$ cat src/rtl/numeric_field_extractor_core_defines.svh
// Assertion macros used by the extractor core.
`ifndef NUMERIC_FIELD_EXTRACTOR_CORE_DEFINES_SVH
`define NUMERIC_FIELD_EXTRACTOR_CORE_DEFINES_SVH

// Same-cycle implication, checked outside reset.
`define NFE_ASSERT_NOW(lbl, ante, cons, msg) \
    lbl: assert property (@(posedge i_clk) disable iff (!i_rst_n) (ante) |-> (cons)) \
        else $error(msg);

// Next-cycle implication, checked outside reset.
`define NFE_ASSERT_NEXT(lbl, ante, cons, msg) \
    lbl: assert property (@(posedge i_clk) disable iff (!i_rst_n) (ante) |=> (cons)) \
        else $error(msg);

`endif

$ cat src/rtl/nfe_pkg.sv
package nfe_pkg;

    localparam logic [7:0] CH_DOLLAR = 8'h24;
    localparam logic [7:0] CH_COLON  = 8'h3A;
    localparam logic [7:0] CH_ZERO   = 8'h30;
    localparam logic [7:0] CH_NINE   = 8'h39;
    localparam logic [7:0] CH_UPA    = 8'h41;
    localparam logic [7:0] CH_UPZ    = 8'h5A;
    localparam logic [7:0] CH_COMMA  = 8'h2C;
    localparam logic [7:0] CH_NL     = 8'h0A;
    localparam logic [7:0] CH_SPACE  = 8'h20;
    localparam logic [7:0] CH_SEMI   = 8'h3B;
    localparam logic [7:0] CH_HASH   = 8'h23;

    // Work for the back end produced by one input byte.
    typedef struct packed {
        logic       emit_held;
        logic [7:0] held;
        logic       emit_hash;
    } t_nfe_entry;

    typedef struct packed {
        logic full;
        logic empty;
    } t_nfe_qstat;

endpackage

$ cat src/rtl/numeric_field_extractor_core.sv
// Numeric field extractor.
// Input channel: i_valid / o_stall with i_in_byte and i_frame_end; a transfer
// happens on a clock edge with i_valid high and o_stall low. i_frame_end marks
// the last byte of a received frame.
// Output channel: o_valid / i_stall with o_out_byte and o_out_last; o_out_last
// flags the closing '#' of a rebuilt message.
// The front end takes one byte per cycle while the queue is not full and turns
// it into at most two output bytes, queued in a DEPTH-entry queue (DEPTH a power of two, at least 2).
// The back end sends one output byte per cycle, while the receiver does not stall, from a registered output.
// A byte that produces output is written into the queue when it transfers;
// the back end then loads it into the output register. Throughput: one input
// byte per cycle while output keeps up; a frame end that also copies a byte
// gives the back end two bytes to send, so sustained rate is set by the
// one-byte-per-cycle output.
// When the receiver stalls, output holds, the queue fills and o_stall rises
// once DEPTH entries wait. Reset (synchronous, active low) empties the queue,
// drops the output and clears the parser to its idle state.
module numeric_field_extractor_core
    import nfe_pkg::*;
#(
    parameter int DEPTH = 4
) (
    input  logic       i_clk,
    input  logic       i_rst_n,
    input  logic       i_valid,
    output logic       o_stall,
    input  logic [7:0] i_in_byte,
    input  logic       i_frame_end,
    output logic       o_valid,
    input  logic       i_stall,
    output logic [7:0] o_out_byte,
    output logic       o_out_last
);

`include "numeric_field_extractor_core_defines.svh"

    localparam int CW = $clog2(DEPTH + 1);

    logic          accept;
    logic          push;
    logic          pop;
    t_nfe_entry    entry;
    t_nfe_entry    head;
    t_nfe_qstat    qstat;
    logic [CW-1:0] qcount;

    assign o_stall = qstat.full;
    assign accept  = i_valid && !qstat.full;

    nfe_front u_front (
        .i_clk       (i_clk),
        .i_rst_n     (i_rst_n),
        .i_accept    (accept),
        .i_in_byte   (i_in_byte),
        .i_frame_end (i_frame_end),
        .o_push      (push),
        .o_entry     (entry)
    );

    nfe_queue #(
        .DEPTH (DEPTH)
    ) u_queue (
        .i_clk   (i_clk),
        .i_rst_n (i_rst_n),
        .i_push  (push),
        .i_entry (entry),
        .i_pop   (pop),
        .o_head  (head),
        .o_stat  (qstat),
        .o_count (qcount)
    );

    nfe_back u_back (
        .i_clk      (i_clk),
        .i_rst_n    (i_rst_n),
        .i_head     (head),
        .i_qstat    (qstat),
        .o_pop      (pop),
        .i_stall    (i_stall),
        .o_valid    (o_valid),
        .o_out_byte (o_out_byte),
        .o_out_last (o_out_last)
    );

    `NFE_ASSERT_NOW(a_last_is_hash, o_valid,
        (o_out_last == (o_out_byte == CH_HASH)), "out_last does not match closing byte")
    `NFE_ASSERT_NEXT(a_msg_starts_dollar, o_valid && !i_stall && o_out_last,
        !o_valid || (o_out_byte == CH_DOLLAR), "message does not open with dollar")
    `NFE_ASSERT_NOW(a_queue_bound, 1'b1,
        (qcount <= CW'(DEPTH)) && !(push && qstat.full), "queue overflow")
    `NFE_ASSERT_NOW(a_no_pop_empty, pop, !qstat.empty, "pop from empty queue")

endmodule

$ cat src/rtl/nfe_front.sv
module nfe_front
    import nfe_pkg::*;
(
    input  logic       i_clk,
    input  logic       i_rst_n,
    input  logic       i_accept,
    input  logic [7:0] i_in_byte,
    input  logic       i_frame_end,
    output logic       o_push,
    output t_nfe_entry o_entry
);

    logic       r_armed, n_armed;
    logic       r_digits, n_digits;
    logic [7:0] r_held, n_held;
    logic       r_copied, n_copied;

    logic       is_colon, is_digit, is_word, is_sep;
    logic       append;
    logic [7:0] append_byte;

    always_comb begin
        is_colon = (i_in_byte == CH_COLON);
        is_digit = (i_in_byte >= CH_ZERO) && (i_in_byte <= CH_NINE);
        is_word  = ((i_in_byte >= CH_UPA) && (i_in_byte <= CH_UPZ)) ||
                   (i_in_byte == CH_COMMA);
        is_sep   = (i_in_byte == CH_SPACE) || (i_in_byte == CH_NL);

        append = r_armed && !is_colon &&
                 (is_digit || (r_digits && (is_word || is_sep)));
        append_byte = (is_sep) ? CH_SEMI : i_in_byte;

        n_armed  = r_armed;
        n_digits = r_digits;
        n_held   = append ? append_byte : r_held;
        n_copied = r_copied || append;

        if (is_colon) begin
            n_armed = 1'b1;
        end else if (r_armed) begin
            if (is_digit) begin
                n_digits = 1'b1;
            end else if (is_sep && r_digits) begin
                n_armed  = 1'b0;
                n_digits = 1'b0;
            end else if (i_in_byte == CH_NL) begin
                n_armed = 1'b0;
            end
        end

        o_entry.emit_held = append;
        o_entry.held      = r_held;
        o_entry.emit_hash = i_frame_end && n_copied;
        o_push = i_accept && (o_entry.emit_held || o_entry.emit_hash);

        // close the frame: drop the held byte and start over
        if (i_frame_end) begin
            n_armed  = 1'b0;
            n_digits = 1'b0;
            n_held   = CH_DOLLAR;
            n_copied = 1'b0;
        end
    end

    always_ff @(posedge i_clk) begin
        if (!i_rst_n) begin
            r_armed  <= 1'b0;
            r_digits <= 1'b0;
            r_held   <= CH_DOLLAR;
            r_copied <= 1'b0;
        end else if (i_accept) begin
            r_armed  <= n_armed;
            r_digits <= n_digits;
            r_held   <= n_held;
            r_copied <= n_copied;
        end
    end

endmodule

$ cat src/rtl/nfe_queue.sv
module nfe_queue
    import nfe_pkg::*;
#(
    parameter int DEPTH = 4
) (
    input  logic                       i_clk,
    input  logic                       i_rst_n,
    input  logic                       i_push,
    input  t_nfe_entry                 i_entry,
    input  logic                       i_pop,
    output t_nfe_entry                 o_head,
    output t_nfe_qstat                 o_stat,
    output logic [$clog2(DEPTH+1)-1:0] o_count
);

    localparam int PW = $clog2(DEPTH);
    localparam int CW = $clog2(DEPTH + 1);

    t_nfe_entry      r_mem [DEPTH];
    logic [PW-1:0]   r_wr_ptr, r_rd_ptr;
    logic [CW-1:0]   r_count;

    // DEPTH is a power of two, so the pointers wrap on their own
    always_ff @(posedge i_clk) begin
        if (i_push) begin
            r_mem[r_wr_ptr] <= i_entry;
        end
    end

    always_ff @(posedge i_clk) begin
        if (!i_rst_n) begin
            r_wr_ptr <= '0;
            r_rd_ptr <= '0;
            r_count  <= '0;
        end else begin
            if (i_push) begin
                r_wr_ptr <= r_wr_ptr + 1'b1;
            end
            if (i_pop) begin
                r_rd_ptr <= r_rd_ptr + 1'b1;
            end
            case ({i_push, i_pop})
                2'b10:   r_count <= r_count + 1'b1;
                2'b01:   r_count <= r_count - 1'b1;
                default: r_count <= r_count;
            endcase
        end
    end

    assign o_head       = r_mem[r_rd_ptr];
    assign o_stat.full  = (r_count == CW'(DEPTH));
    assign o_stat.empty = (r_count == '0);
    assign o_count      = r_count;

endmodule

$ cat src/rtl/nfe_back.sv
module nfe_back
    import nfe_pkg::*;
(
    input  logic       i_clk,
    input  logic       i_rst_n,
    input  t_nfe_entry i_head,
    input  t_nfe_qstat i_qstat,
    output logic       o_pop,
    input  logic       i_stall,
    output logic       o_valid,
    output logic [7:0] o_out_byte,
    output logic       o_out_last
);

    logic       r_valid;
    logic [7:0] r_byte;
    logic       r_last;
    logic       r_held_done;   // held byte of the head entry already sent
    logic       load;
    logic       send_held;

    assign load      = !i_qstat.empty && (!r_valid || !i_stall);
    assign send_held = i_head.emit_held && !r_held_done;
    // retire the entry once its final byte is loaded
    assign o_pop     = load && !(send_held && i_head.emit_hash);

    always_ff @(posedge i_clk) begin
        if (!i_rst_n) begin
            r_valid     <= 1'b0;
            r_held_done <= 1'b0;
        end else begin
            if (load) begin
                r_valid     <= 1'b1;
                r_held_done <= send_held && i_head.emit_hash;
            end else if (!i_stall) begin
                r_valid <= 1'b0;
            end
        end
    end

    always_ff @(posedge i_clk) begin
        if (load) begin
            r_byte <= send_held ? i_head.held : CH_HASH;
            r_last <= !send_held;
        end
    end

    assign o_valid    = r_valid;
    assign o_out_byte = r_byte;
    assign o_out_last = r_last;

endmodule
$ cat config.mk
export PLATFORM = sky130hd
export DESIGN_NAME = numeric_field_extractor_core
export DESIGN_NICKNAME = d
export VERILOG_FILES = /design/src/rtl/nfe_pkg.sv /design/src/rtl/numeric_field_extractor_core.sv /design/src/rtl/nfe_front.sv /design/src/rtl/nfe_queue.sv /design/src/rtl/nfe_back.sv
export VERILOG_INCLUDE_DIRS = /design/src /design/src/rtl
export SDC_FILE = /design/constraint.sdc
export NUM_CORES = 1
export LEC_CHECK = 0
export BUFFER_PORTS_ARGS = -buffer_cell sky130_fd_sc_hd__clkbuf_2
export CELL_PAD_IN_SITES_DETAIL_PLACEMENT = 0
export CELL_PAD_IN_SITES_GLOBAL_PLACEMENT = 2
export CORE_ASPECT_RATIO = 2
export CORE_MARGIN = 1.5
export CORE_UTILIZATION = 35
export DETAILED_ROUTE_END_ITERATION = 12
export PLACE_DENSITY_LB_ADDON = 0.1
export SLEW_MARGIN = 10
export SYNTH_ARGS = -nofsm -noshare
export SYNTH_HDL_FRONTEND = slang
export SYNTH_SLANG_ARGS = --single-unit
export TNS_END_PERCENT = 5
$ cat constraint.sdc
create_clock -name i_clk -period 2.65 [get_ports i_clk]
set_input_delay 0 -clock i_clk [delete_from_list [all_inputs] [get_ports i_clk]]
set_output_delay 0 -clock i_clk [all_outputs]
set_load 0.03 [all_outputs]
Yosys cells after proc, flatten, opt, wreduce, memory -nomap -nowiden --
Memories as Yosys holds them, arrays and structs flattened. A register that Yosys moved wholly into a read port is not among the register bits. Index checks and enable logic that the tools add are counted. W data, S select, Z words.
Cells by class: add/subtract/negate cells 4, multiply operators 0, divide/modulo/power cells 0, magnitude comparators 4, eq/ne operators 9, shift operators 0, muxes and demuxes 22, bitwise logic cells 0, reduce and logical (&&, ||, !) cells 35
Operators with widths (count):
- $eq A8 B6 Y1 const B | 3
- $mux W8 | 3
- $mux W1 | 16
- $logic_and A1 B1 Y1 | 13
- $eq A8 B4 Y1 const B | 1
- $ge A8 B6 Y1 const B | 1
- $ge A8 B7 Y1 const B | 1
- $le A8 B6 Y1 const B | 1
- $le A8 B7 Y1 const B | 1
- $logic_not A1 Y1 | 8
- $logic_or A1 B1 Y1 | 7
- $pmux W3 S2 | 1
- $reduce_bool A2 Y1 | 3
- $add A2 B1 Y2 const B | 2
- $mux W2 | 2
- $reduce_and A4 Y1 | 1
- $add A3 B1 Y3 const B | 1
- $eq A3 B3 Y1 const B | 1
- $logic_not A3 Y1 | 1
- $reduce_bool A3 Y1 | 1
- $sub A3 B1 Y3 const B | 1
- $eq A2 B1 Y1 const B | 1
- $eq A2 B2 Y1 const B | 1
- $ne A2 B1 Y1 const B | 1
- other kinds (2) | 2
Word-level totals: flip-flop bits (word level) 29, latch bits 0, bits in writable memories 40, memory bits (read-only) 0, input port bits 13, output and inout port bits 11, logic and storage cells 86, memories kept 1
Memories:
- u_queue.r_mem | words 4, width 10, rd ports 1, clocked after memory_dff 1, wr ports 1, RTL line nfe_queue.sv:19 | t_nfe_entry r_mem [DEPTH];

Logic depth before layout (Yosys ltp) --
Gate-level depths: netlist (run 1).
depth in word-level cells 13, mapped depth 12

By module --
From an unflattened synthesis (run 1), not the netlist that was laid out.
Second synthesis, totals: cells, all modules 209, area, all modules 3031.7 um^2
Modules (own cells, without submodules):
- nfe_queue | instances 1, cells an instance 98, area an instance 1893.1 um^2, seq. area each 1381.3 um^2
- nfe_front | instances 1, cells an instance 82, area an instance 693.2 um^2, seq. area each 220.2 um^2
- nfe_back | instances 1, cells an instance 28, area an instance 431.7 um^2, seq. area each 310.3 um^2
- numeric_field_extractor_core | instances 1, cells an instance 1, area an instance 13.8 um^2, seq. area each 0.0 um^2

Least setup slack after synthesis (run 1) --
No wires, ideal clock.
path kind register to register, start point register u_queue.r_count[2] (netlist: u_queue.o_count[2]), end point register u_queue.r_count[2] (netlist: u_queue.o_count[2]), library setup time 71 ps, arrival 2779 ps, slack -199 ps, stages on the path, launching flop included 12, path buffers 0, clock period less this slack 2849 ps, cells stage by stage dfxtp_1 -> nor3b_1 -> nor2b_1 -> o21ai_0 -> a21oi_2 -> inv_1 -> ha_1 -> inv_1 -> fa_1 -> xor2_1 -> or3_1 -> a21oi_1
Between the ends: longest elaborated chain between the ends 6, elaborated cells between the ends (all ways) 14, classes of those cells add/sub (2); eq/ne (3); mux (1); reduce/logical (8)
Ends and longest elaborated chain:
- from (decl) | RTL line nfe_queue.sv:21 | logic [CW-1:0] r_count;
- from (signal assigned) | RTL line nfe_queue.sv:43 | 2'b10: r_count <= r_count + 1'b1;
- from (signal assigned) | RTL line nfe_queue.sv:44 | 2'b01: r_count <= r_count - 1'b1;
- from (signal assigned) | RTL line nfe_queue.sv:45 | default: r_count <= r_count;
- $eq A3 B3 Y1 (*) | RTL line nfe_queue.sv:51 | assign o_stat.full = (r_count == CW'(DEPTH));
- net o_stall | RTL line numeric_field_extractor_core.sv:26 | output logic o_stall,
- $logic_not A1 Y1 (*) | RTL line numeric_field_extractor_core.sv:48 | assign accept = i_valid && !qstat.full;
- $logic_and A1 B1 Y1 (*) | RTL line numeric_field_extractor_core.sv:48
- $logic_and A1 B1 Y1 (*) | RTL line nfe_front.sv:54 | o_push = i_accept && (o_entry.emit_held || o_entry.emit_hash);
- $eq A2 B1 Y1 or $eq A2 B2 Y1 (tied branches) | RTL line nfe_queue.sv:42 | case ({i_push, i_pop})
- $pmux W3 S2 or $reduce_bool A2 Y1 (tied branches)
The timed path passes the listed nets; every way through them passes the cells marked *. A chain may end at the register's enable or synchronous reset.

Final worst setup path (run 1) --
start point input port i_in_byte[0], end point register u_queue.r_count[2] (netlist: u_queue.o_count[2])
Between the ends: longest elaborated chain between the ends 13, elaborated cells between the ends (all ways) 26, classes of those cells order compare (4); eq/ne (6); mux (1); reduce/logical (15)
Ends and longest elaborated chain:
- from (decl) | RTL line numeric_field_extractor_core.sv:27 | input logic [7:0] i_in_byte,
- $ge A8 B7 Y1 or $le A8 B7 Y1 (tied branches) | RTL line nfe_front.sv:25 | is_word = ((i_in_byte >= CH_UPA) && (i_in_byte <= CH_UPZ)) ||
- $logic_and A1 B1 Y1 | RTL line nfe_front.sv:25
- $logic_or A1 B1 Y1 | RTL line nfe_front.sv:25
- $logic_or A1 B1 Y1 | RTL line nfe_front.sv:30 | (is_digit || (r_digits && (is_word || is_sep)));
- $logic_and A1 B1 Y1 | RTL line nfe_front.sv:30
- $logic_or A1 B1 Y1 | RTL line nfe_front.sv:30
- $logic_and A1 B1 Y1 (*) | RTL line nfe_front.sv:29 | append = r_armed && !is_colon &&
- $logic_or A1 B1 Y1 | RTL line nfe_front.sv:36 | n_copied = r_copied || append;
- $logic_and A1 B1 Y1 | RTL line nfe_front.sv:53 | o_entry.emit_hash = i_frame_end && n_copied;
- $logic_or A1 B1 Y1 (*) | RTL line nfe_front.sv:54
- $logic_and A1 B1 Y1 (*) | RTL line nfe_front.sv:54
- $eq A2 B1 Y1 or $eq A2 B2 Y1 (tied branches) | RTL line nfe_queue.sv:42
- $pmux W3 S2 or $reduce_bool A2 Y1 (tied branches)
Every way passes the cells marked *; elsewhere a longest branch is shown, timed or not.

==> flow_summary.toml, run 1 <==
[cells_and_area]
stdcell_count = 363
diodes = 0
final.fill_count = 769
fin_nets = 279
utilization_pct = 45.1
layout-drive-gt1-share_pct = 27.9
synthToLayoutAreaGrowth_pct = 24.6

[timing]
setup_viol = 0
skew_ps = 5.35
tightest_slew_ps = 439
whs_ps = 15.6
fmax_ghz = 0.406
slew_headroom_pct = 70.7
finalCritPeriodShare_pct = 92.9
final_max_slew_viol_count = 0
hold_viol_final = 0
period_minus_slack_ps = 2460

[clock_network]
path_clk_slew_ps = 60
cts_tree = "built"
numCtsBuffers = 9
cts_sinks = 71
cts_max_path_buffers = 2
postCtsSetupRepairBufs = 0
cts_root_buf = "clkbuf_16"
clk_latency_ps = 330
h-tree-depth = 3

[critical_path]
arrival_ps = 2710
timing.reg2reg.setup_slack_ps = 190
cp.required_ps = 2900
worstSetupEndpointType = "flop"
start_kind = "input port"
critical_path_class = "in -> reg"
path_max_fanout = 5
worstRegToRegCells = 10

[power]
peakVddDrop_mv = 0.405
p_per_area_nw_per_um2 = 714
leakagePower_nw = 1.29

[synth]
synth_area_sq_um = 3000
synth_fp_nets = 232
synthCells = 213
ys_seq_elements = 71
avgSynthCellArea_sq_um = 14.1
dominantRegCellSynth = "edfxtp_1"
seq_area_frac_synth_pct = 63.7
yosysUniqueCellTypes = 45
yosysWarnings = 0
async_reset_ff_share_pct = 0
synth_edf_count = 49

[detailed_routing]
first_pass_iters = 4
first_iter_violations = 71
drc = 0
drt_wl_total_microns = 5840
final_antenna_net_count = 0
wl_per_cell_microns = 16.1
viasPerCell = 5.11
dr_total_vias = 1856

[grt]
met1_usage_pct = 14.9
grt_pass1_wl_microns = 9350
grt_usage_pct = 14.4
grt_max_degree = 16
grt_busiest_layer = "met2"
use_met2_pct = 25.8
antenna_found_initial = 0
grt_pass1_vias = 1793
grtUsageMet3_pct = 3.36
grt_overflow_total = 0

[floorplanning]
io_pins = 24
core_sq_um = 8290
die_area_sq_um = 9170
start_util_pct = 36.2
chipWidth_microns = 68.5
row_count = 47
fp.dieH_microns = 134

[place]
gp_congestion = 0.709
io_buffers = 23
place_inst = 344
post-dp-hpwl_microns = 4390

[outcome]
status = "finished, final reports clean"

[job]
drv_cap = 0

[min_path]
hp-class = "in -> reg"
hold_depth = 2
[state kept, by name, indices dropped and copies added, names as in the netlist, 2 cells and up, named ones only]
signal and cells:
u_queue.r_mem 40, u_back.o_out_byte 8, u_front.r_held 8, u_queue.o_count 3, u_queue.r_rd_ptr 2, u_queue.r_wr_ptr 2
[critical path, stage by stage]
cell and delay (ps):
dlygate4sd3_1 540, clkbuf_2 140, and4bb_2 350, a41oi_2 160, o21ai_1 190, a21oi_2 50
inv_1 80, ha_1 180, inv_1 60, fa_1 370, xor2_1 160, or3_1 300
a21oi_1 140
[stage by stage]
stage | cell area, sq um | setup slack, ps | TNS [ps] | total power [mW]
3_5_place_dp | 3330 | 127 | 0 | 1.27
5_1_grt | 3740 | -0.642 | -0.642 | 2.75
3_3_place_gp | 3330 | 147 | 0 | 1.27
4_1_cts | 3720 | 70.6 | 0 | 2.70
2_1_floorplan | 3010 | 96.0 | 0 | 1.23
6_report | 3740 | 189 | 0 | 2.67
[cells in the final DEF, fill, tap and decap left out, types with 5 or more instances in the layout]
cell,instances
o21ai_0,7
ha_1,5
dfxtp_1,21
edfxtp_1,49
mux4_1,9
nor2_1,15
clkbuf_16,10
and2_1,5
and2b_2,5
o22ai_1,5
buf_4,16
nand2_1,15
a21oi_1,8
clkbuf_2,23
inv_1,13
[routing by layer]
metal	vias up	wire, microns
li1	902	-
met1	887	2140
met2	50	3290
met3	17	197
met4	0	215
met5	-	0
[area by class of cell]
class | instances | area (sq um) | area share [%]
Multi-Input combinational cell | 123 | 1020 | 27.4
Timing Repair Buffer | 42 | 265 | 7.10
Clock inverter | 6 | 115 | 3.08
Sequential cell | 71 | 1910 | 51.2
Inverter | 13 | 48.8 | 1.31
Clock buffer | 10 | 250 | 6.70
Tap cell | 98 | 123 | 3.28
[worst paths after layout]
kind / start / end
min reg2reg: u_front.r_copied / u_front.r_copied
max: i_in_byte[0] / u_queue.o_count[2]
min: i_in_byte[2] / u_front.r_held[2]
max reg2reg: flop / u_queue.o_count[2]
[Yosys cell counts, types with 2 or more instances]
cell type,count,share of area (%)
mux2i_1,3,1.0
dfxtp_1,22,15
nor3b_1,2,0.50
nor4_1,2,0.42
inv_1,13,1.6
nor2_1,16,2.0
o22ai_1,5,1.0
and2b_2,5,1.5
and2_1,5,1.0
or2_2,3,0.63
a21oi_1,8,1.3
ha_1,5,2.1
edfxtp_1,49,49
or3_1,3,0.63
nand4_1,3,0.63
o21ai_0,8,1.3
mux4_1,9,7.9
xor2_1,2,0.58
a21oi_2,2,0.58
nor3_1,4,0.67
clkbuf_1,4,0.50
nand2b_1,2,0.42
buf_6,2,0.75
nand2_1,15,1.9
[cell families (layout without fill, tap and decap cells)]
| group | count (synthesis) | in the layout | share of synthesized area (%) |
|---|---|---|---|
| xor+xnor | 3 | 3 | 0.876 |
| mux | 13 | 13 | 9.63 |
| compound gates | 34 | 34 | 7.84 |
| flops | 71 | 71 | 63.7 |
| simple gates | 67 | 67 | 12.3 |
| buf+inv | 19 | 71 | 2.88 |
| fa+ha+maj | 6 | 6 | 2.75 |
[power by group]
part	internal, mW	switching, mW	total (mW)
Combinational	0.0258	0.0441	0.0699
Clock	0.979	0.444	1.42
Sequential	1.17	0.00168	1.18
Total	2.18	0.490	2.67
[timing repair]
action | CTS | global route
endpoints found under the hold margin | 3 | 0
hold buffers | 3 | 0
setup endpoints to repair | 0 | 2
gates resized for setup | 0 | 5
Note: power is estimated with default switching activity, not from simulation.
==> run 2: changes to the inputs <==
Settings changed: RECOVER_POWER set to 50.
==> flow_summary.toml, run 2 (synthesis results as in run 1) <==
[detailed_routing]
first_pass_iters = 4
wl_per_cell_microns = 16.1
drt_wl_total_microns = 5840
first_iter_violations = 70
dr_total_vias = 1858
drc = 0
viasPerCell = 5.12
final_antenna_net_count = 0

[timing]
hold_viol_final = 0
finalCritPeriodShare_pct = 92.9
whs_ps = 15.6
slew_headroom_pct = 62.4
period_minus_slack_ps = 2460
skew_ps = 5.36
setup_viol = 0
final_max_slew_viol_count = 0
fmax_ghz = 0.406
tightest_slew_ps = 565
setup_tns_ps = 0

[cells_and_area]
largest_reg_flops = 40
layout-drive-gt1-share_pct = 22.6
largest_register = "u_queue.r_mem"
utilization_pct = 44.8
diodes = 0
final_cell_mix = "49 x edfxtp_1, 21 x dfxtp_1, 15 x nor2_1, 15 x nand2_1, 14 x clkbuf_1"
fin_area_sq_um = 3710
fin_nets = 279
synthToLayoutAreaGrowth_pct = 23.7
final_common_cell = "edfxtp_1"
final.fill_count = 774

[power]
peakVddDrop_mv = 0.405
leakagePower_nw = 1.25
p_per_area_nw_per_um2 = 719

[place]
post-dp-hpwl_microns = 4390
gp_congestion = 0.709
io_buffers = 23
placed_cell_area_sq_um = 3330

[critical_path]
path_max_fanout = 5
worstSetupEndpointType = "flop"
start_kind = "input port"
arrival_ps = 2720
critical_path_class = "in -> reg"
cp.required_ps = 2900

[min_path]
hp-class = "in -> reg"

[clock_network]
numCtsBuffers = 9
cts_sinks = 71
cts_max_path_buffers = 2
cts_tree = "built"
h-tree-depth = 3
path_clk_slew_ps = 60
cts_root_buf = "clkbuf_16"
clk_latency_ps = 330

[grt]
grt_max_degree = 16
grt_overflow_total = 0
antenna_found_initial = 0
grt_pass1_vias = 1793
grt_usage_pct = 14.4
grt_pass1_wl_microns = 9350

[floorplanning]
row_count = 47
io_pins = 24
chipWidth_microns = 68.5
fp.dieH_microns = 134
die_area_sq_um = 9170
start_util_pct = 36.2
core_sq_um = 8290

[job]
drv_cap = 0

[outcome]
status = "finished, final reports clean"
[run 2: changes by cell type in the layout (fill, tap and decap cells not counted)]
cell | before | now
buf_4 | 16 | 13
clkbuf_1 | 0 | 14
clkbuf_2 | 23 | 12
[run 2: timing repair]
| item | in CTS | in global routing |
|---|---|---|
| setup buffers | 0 | 0 |
| hold endpoints to repair | 3 | 0 |
| hold buffers | 3 | 0 |
| setup endpoints to repair | 0 | 2 |
| gates resized for setup | 0 | 5 |
[run 2: final cells by class]
cell class                 count  area, sq um  share of cell area (%)
clock inverter                 6          115                    3.10
timing repair buffer          42          240                    6.47
tap                           98          123                    3.30
inverter                      13         48.8                    1.31
clock buffer                  10          250                    6.74
multi-input combinational    123         1020                    27.5
sequential                    71         1910                    51.5
[run 2: where the power goes]
group / internal [mW] / total [mW] / switching (mW)
Combinational: 0.0250 / 0.0690 / 0.0440
Clock: 0.979 / 1.42 / 0.444
Sequential: 1.17 / 1.18 / 0.00167
[run 2: path summary, 6_finish.rpt]
kind              slack (ps)           start            endpoint  cells past startpoint
setup / recovery         190    i_in_byte[0]  u_queue.o_count[2]                     13
hold / removal            20    i_in_byte[2]   u_front.r_held[2]                      2
setup reg to reg         200            flop  u_queue.o_count[2]                     10
hold reg to reg          470  u_back.o_valid      u_back.o_valid                      2
[run 2: stage by stage]
stage	worst slack, ps	power (mW)	instances
finish	189	2.67	363
global route	-0.642	2.75	363
CTS	70.6	2.70	363
detailed placement	127	1.27	344
global placement	147	1.27	344
floorplan	96.0	1.23	213
[run 2: routing by layer]
metal / share of wire, % / wire length (microns) / global-route usage, %
met1: 37 / 2140 / 14.9
met2: 57 / 3320 / 25.8
met3: 3.4 / 200 / 3.36
met4: 3.0 / 174 / 7.00
met5: 0 / 0 / 0
[run 2: critical path, stage by stage]
cell,delay [ps]
dlygate4sd3_1,540
clkbuf_2,140
and4bb_2,350
a41oi_2,160
o21ai_1,190
a21oi_2,50
inv_1,80
ha_1,180
inv_1,60
fa_1,370
xor2_1,160
or3_1,300
a21oi_1,140
==> run 3: changes to the inputs <==
Clock period 2.65 ns to 2.77 ns, I/O delays scaled along.
==> flow_summary.toml, run 3 (synthesis results as in run 1) <==
[outcome]
status = "finished, final reports clean"

[grt]
use_met2_pct = 26.8
grt_pass1_vias = 1896
antenna_found_initial = 0
grt_max_degree = 16
grt_pass1_wl_microns = 9760
grtUsageMet3_pct = 4.03
grt_busiest_layer = "met2"
grt_usage_pct = 15.1
met1_usage_pct = 15.7
grt_overflow_total = 0

[clock_network]
cts_sinks = 71
h-tree-depth = 3
clk_latency_ps = 330
cts_max_path_buffers = 2
numCtsBuffers = 9
postCtsSetupRepairBufs = 0
cts_tree = "built"
path_clk_slew_ps = 50
cts_root_buf = "clkbuf_16"

[cells_and_area]
utilization_pct = 43.5
final.fill_count = 773
layout-drive-gt1-share_pct = 19.9
synthToLayoutAreaGrowth_pct = 20.3
final_common_cell = "edfxtp_1"
final_cell_mix = "49 x edfxtp_1, 22 x dfxtp_1, 16 x nor2_1"
largest_reg_flops = 40
diodes = 0
largest_register = "u_queue.r_mem"
fin_nets = 275

[timing]
final_max_slew_viol_count = 0
hold_viol_final = 0
setup_viol = 0
setup_tns_ps = 0
tightest_slew_ps = 573
fmax_ghz = 0.398
skew_ps = 4.07
slew_headroom_pct = 61.8
finalCritPeriodShare_pct = 90.7
rsz0062_at_grt = "no"
period_minus_slack_ps = 2510

[critical_path]
start_kind = "flop"
arrival_ps = 2770
worstSetupEndpointType = "flop"
critical_path_class = "reg -> reg"
cp.required_ps = 3030
path_max_fanout = 4

[power]
leakagePower_nw = 1.20
peakVddDrop_mv = 0.264
p_per_area_nw_per_um2 = 659

[detailed_routing]
dr_total_vias = 1793
first_pass_iters = 4
viasPerCell = 4.99
wl_per_cell_microns = 16.4
final_antenna_net_count = 0
first_iter_violations = 41
drc = 0
drt_wl_total_microns = 5890

[place]
io_buffers = 23
post-dp-hpwl_microns = 4380
gp_congestion = 0.711

[floorplanning]
core_sq_um = 8290
start_util_pct = 36.2
fp.dieH_microns = 134
die_area_sq_um = 9170
row_count = 47
chipWidth_microns = 68.5
io_pins = 24

[job]
drv_cap = 0

[min_path]
hp-class = "in -> reg"
-- run 3: changes by cell type in the layout (fill, tap and decap cells not counted), sizes merged --
| cell | change |
|---|---|
| bufinv | -1 |
| clkbuf | -1 |
| dlygate4sd3 | -1 |
| clkinv | +2 |
| buf | -3 |
-- run 3: final timing paths --
path         cells past startpoint        startpoint                  to  slack (ps)
max                             10              flop  u_queue.o_count[2]         260
min                              2      i_in_byte[2]   u_front.r_held[2]          20
max reg2reg                     10              flop  u_queue.o_count[2]         260
min reg2reg                      2  u_front.r_copied    u_front.r_copied         470
-- run 3: worst max-delay path: stages (launching register included) --
cell and delay, ps:
dfxtp_1 390, mux4_2 510, nand2b_1 150, o21ai_4 90, inv_1 110, ha_1 180
inv_1 60, fa_1 370, xor2_1 160, or3_1 300, a21oi_1 130
-- run 3: per-stage QoR --
stage | power (mW) | cell area [sq um] | worst slack (ps) | std cells | hold slack [ps]
CTS | 2.41 | 3640 | 232 | 359 | 8.42
global placement | 1.21 | 3300 | 271 | 341 | 249
floorplan | 1.18 | 3010 | 216 | 213 | 129
detailed placement | 1.21 | 3300 | 243 | 341 | 261
finish | 2.38 | 3610 | 258 | 359 | 17.6
global route | 2.47 | 3610 | 120 | 359 | 31.2
-- run 3: timing repair --
action,in CTS,in global routing
hold endpoints to repair,2,0
resized for setup,0,0
hold buffers,2,0
-- run 3: final cells by class --
type,instances,area (sq um),area share [%]
Sequential cell,71,1910,53.0
Multi-Input combinational cell,123,1010,27.9
Clock buffer,9,225,6.24
Timing Repair Buffer,38,206,5.72
Tap cell,98,123,3.40
Clock inverter,7,87.6,2.43
Inverter,13,48.8,1.35
-- run 3: where the power goes --
| part | switching, mW | internal [mW] |
|---|---|---|
| clock | 0.409 | 0.780 |
| sequential | 0.00171 | 1.12 |
| combinational | 0.0415 | 0.0225 |
| total | 0.452 | 1.93 |
-- run 3: per-layer routing --
layer | share of wire [%] | wire, microns | vias to the layer above
met1 | 36 | 2140 | 852
li1 | - | - | 897
met4 | 2.2 | 127 | 0
met3 | 3.2 | 187 | 10
met2 | 58 | 3430 | 34
met5 | 0 | 0 | -
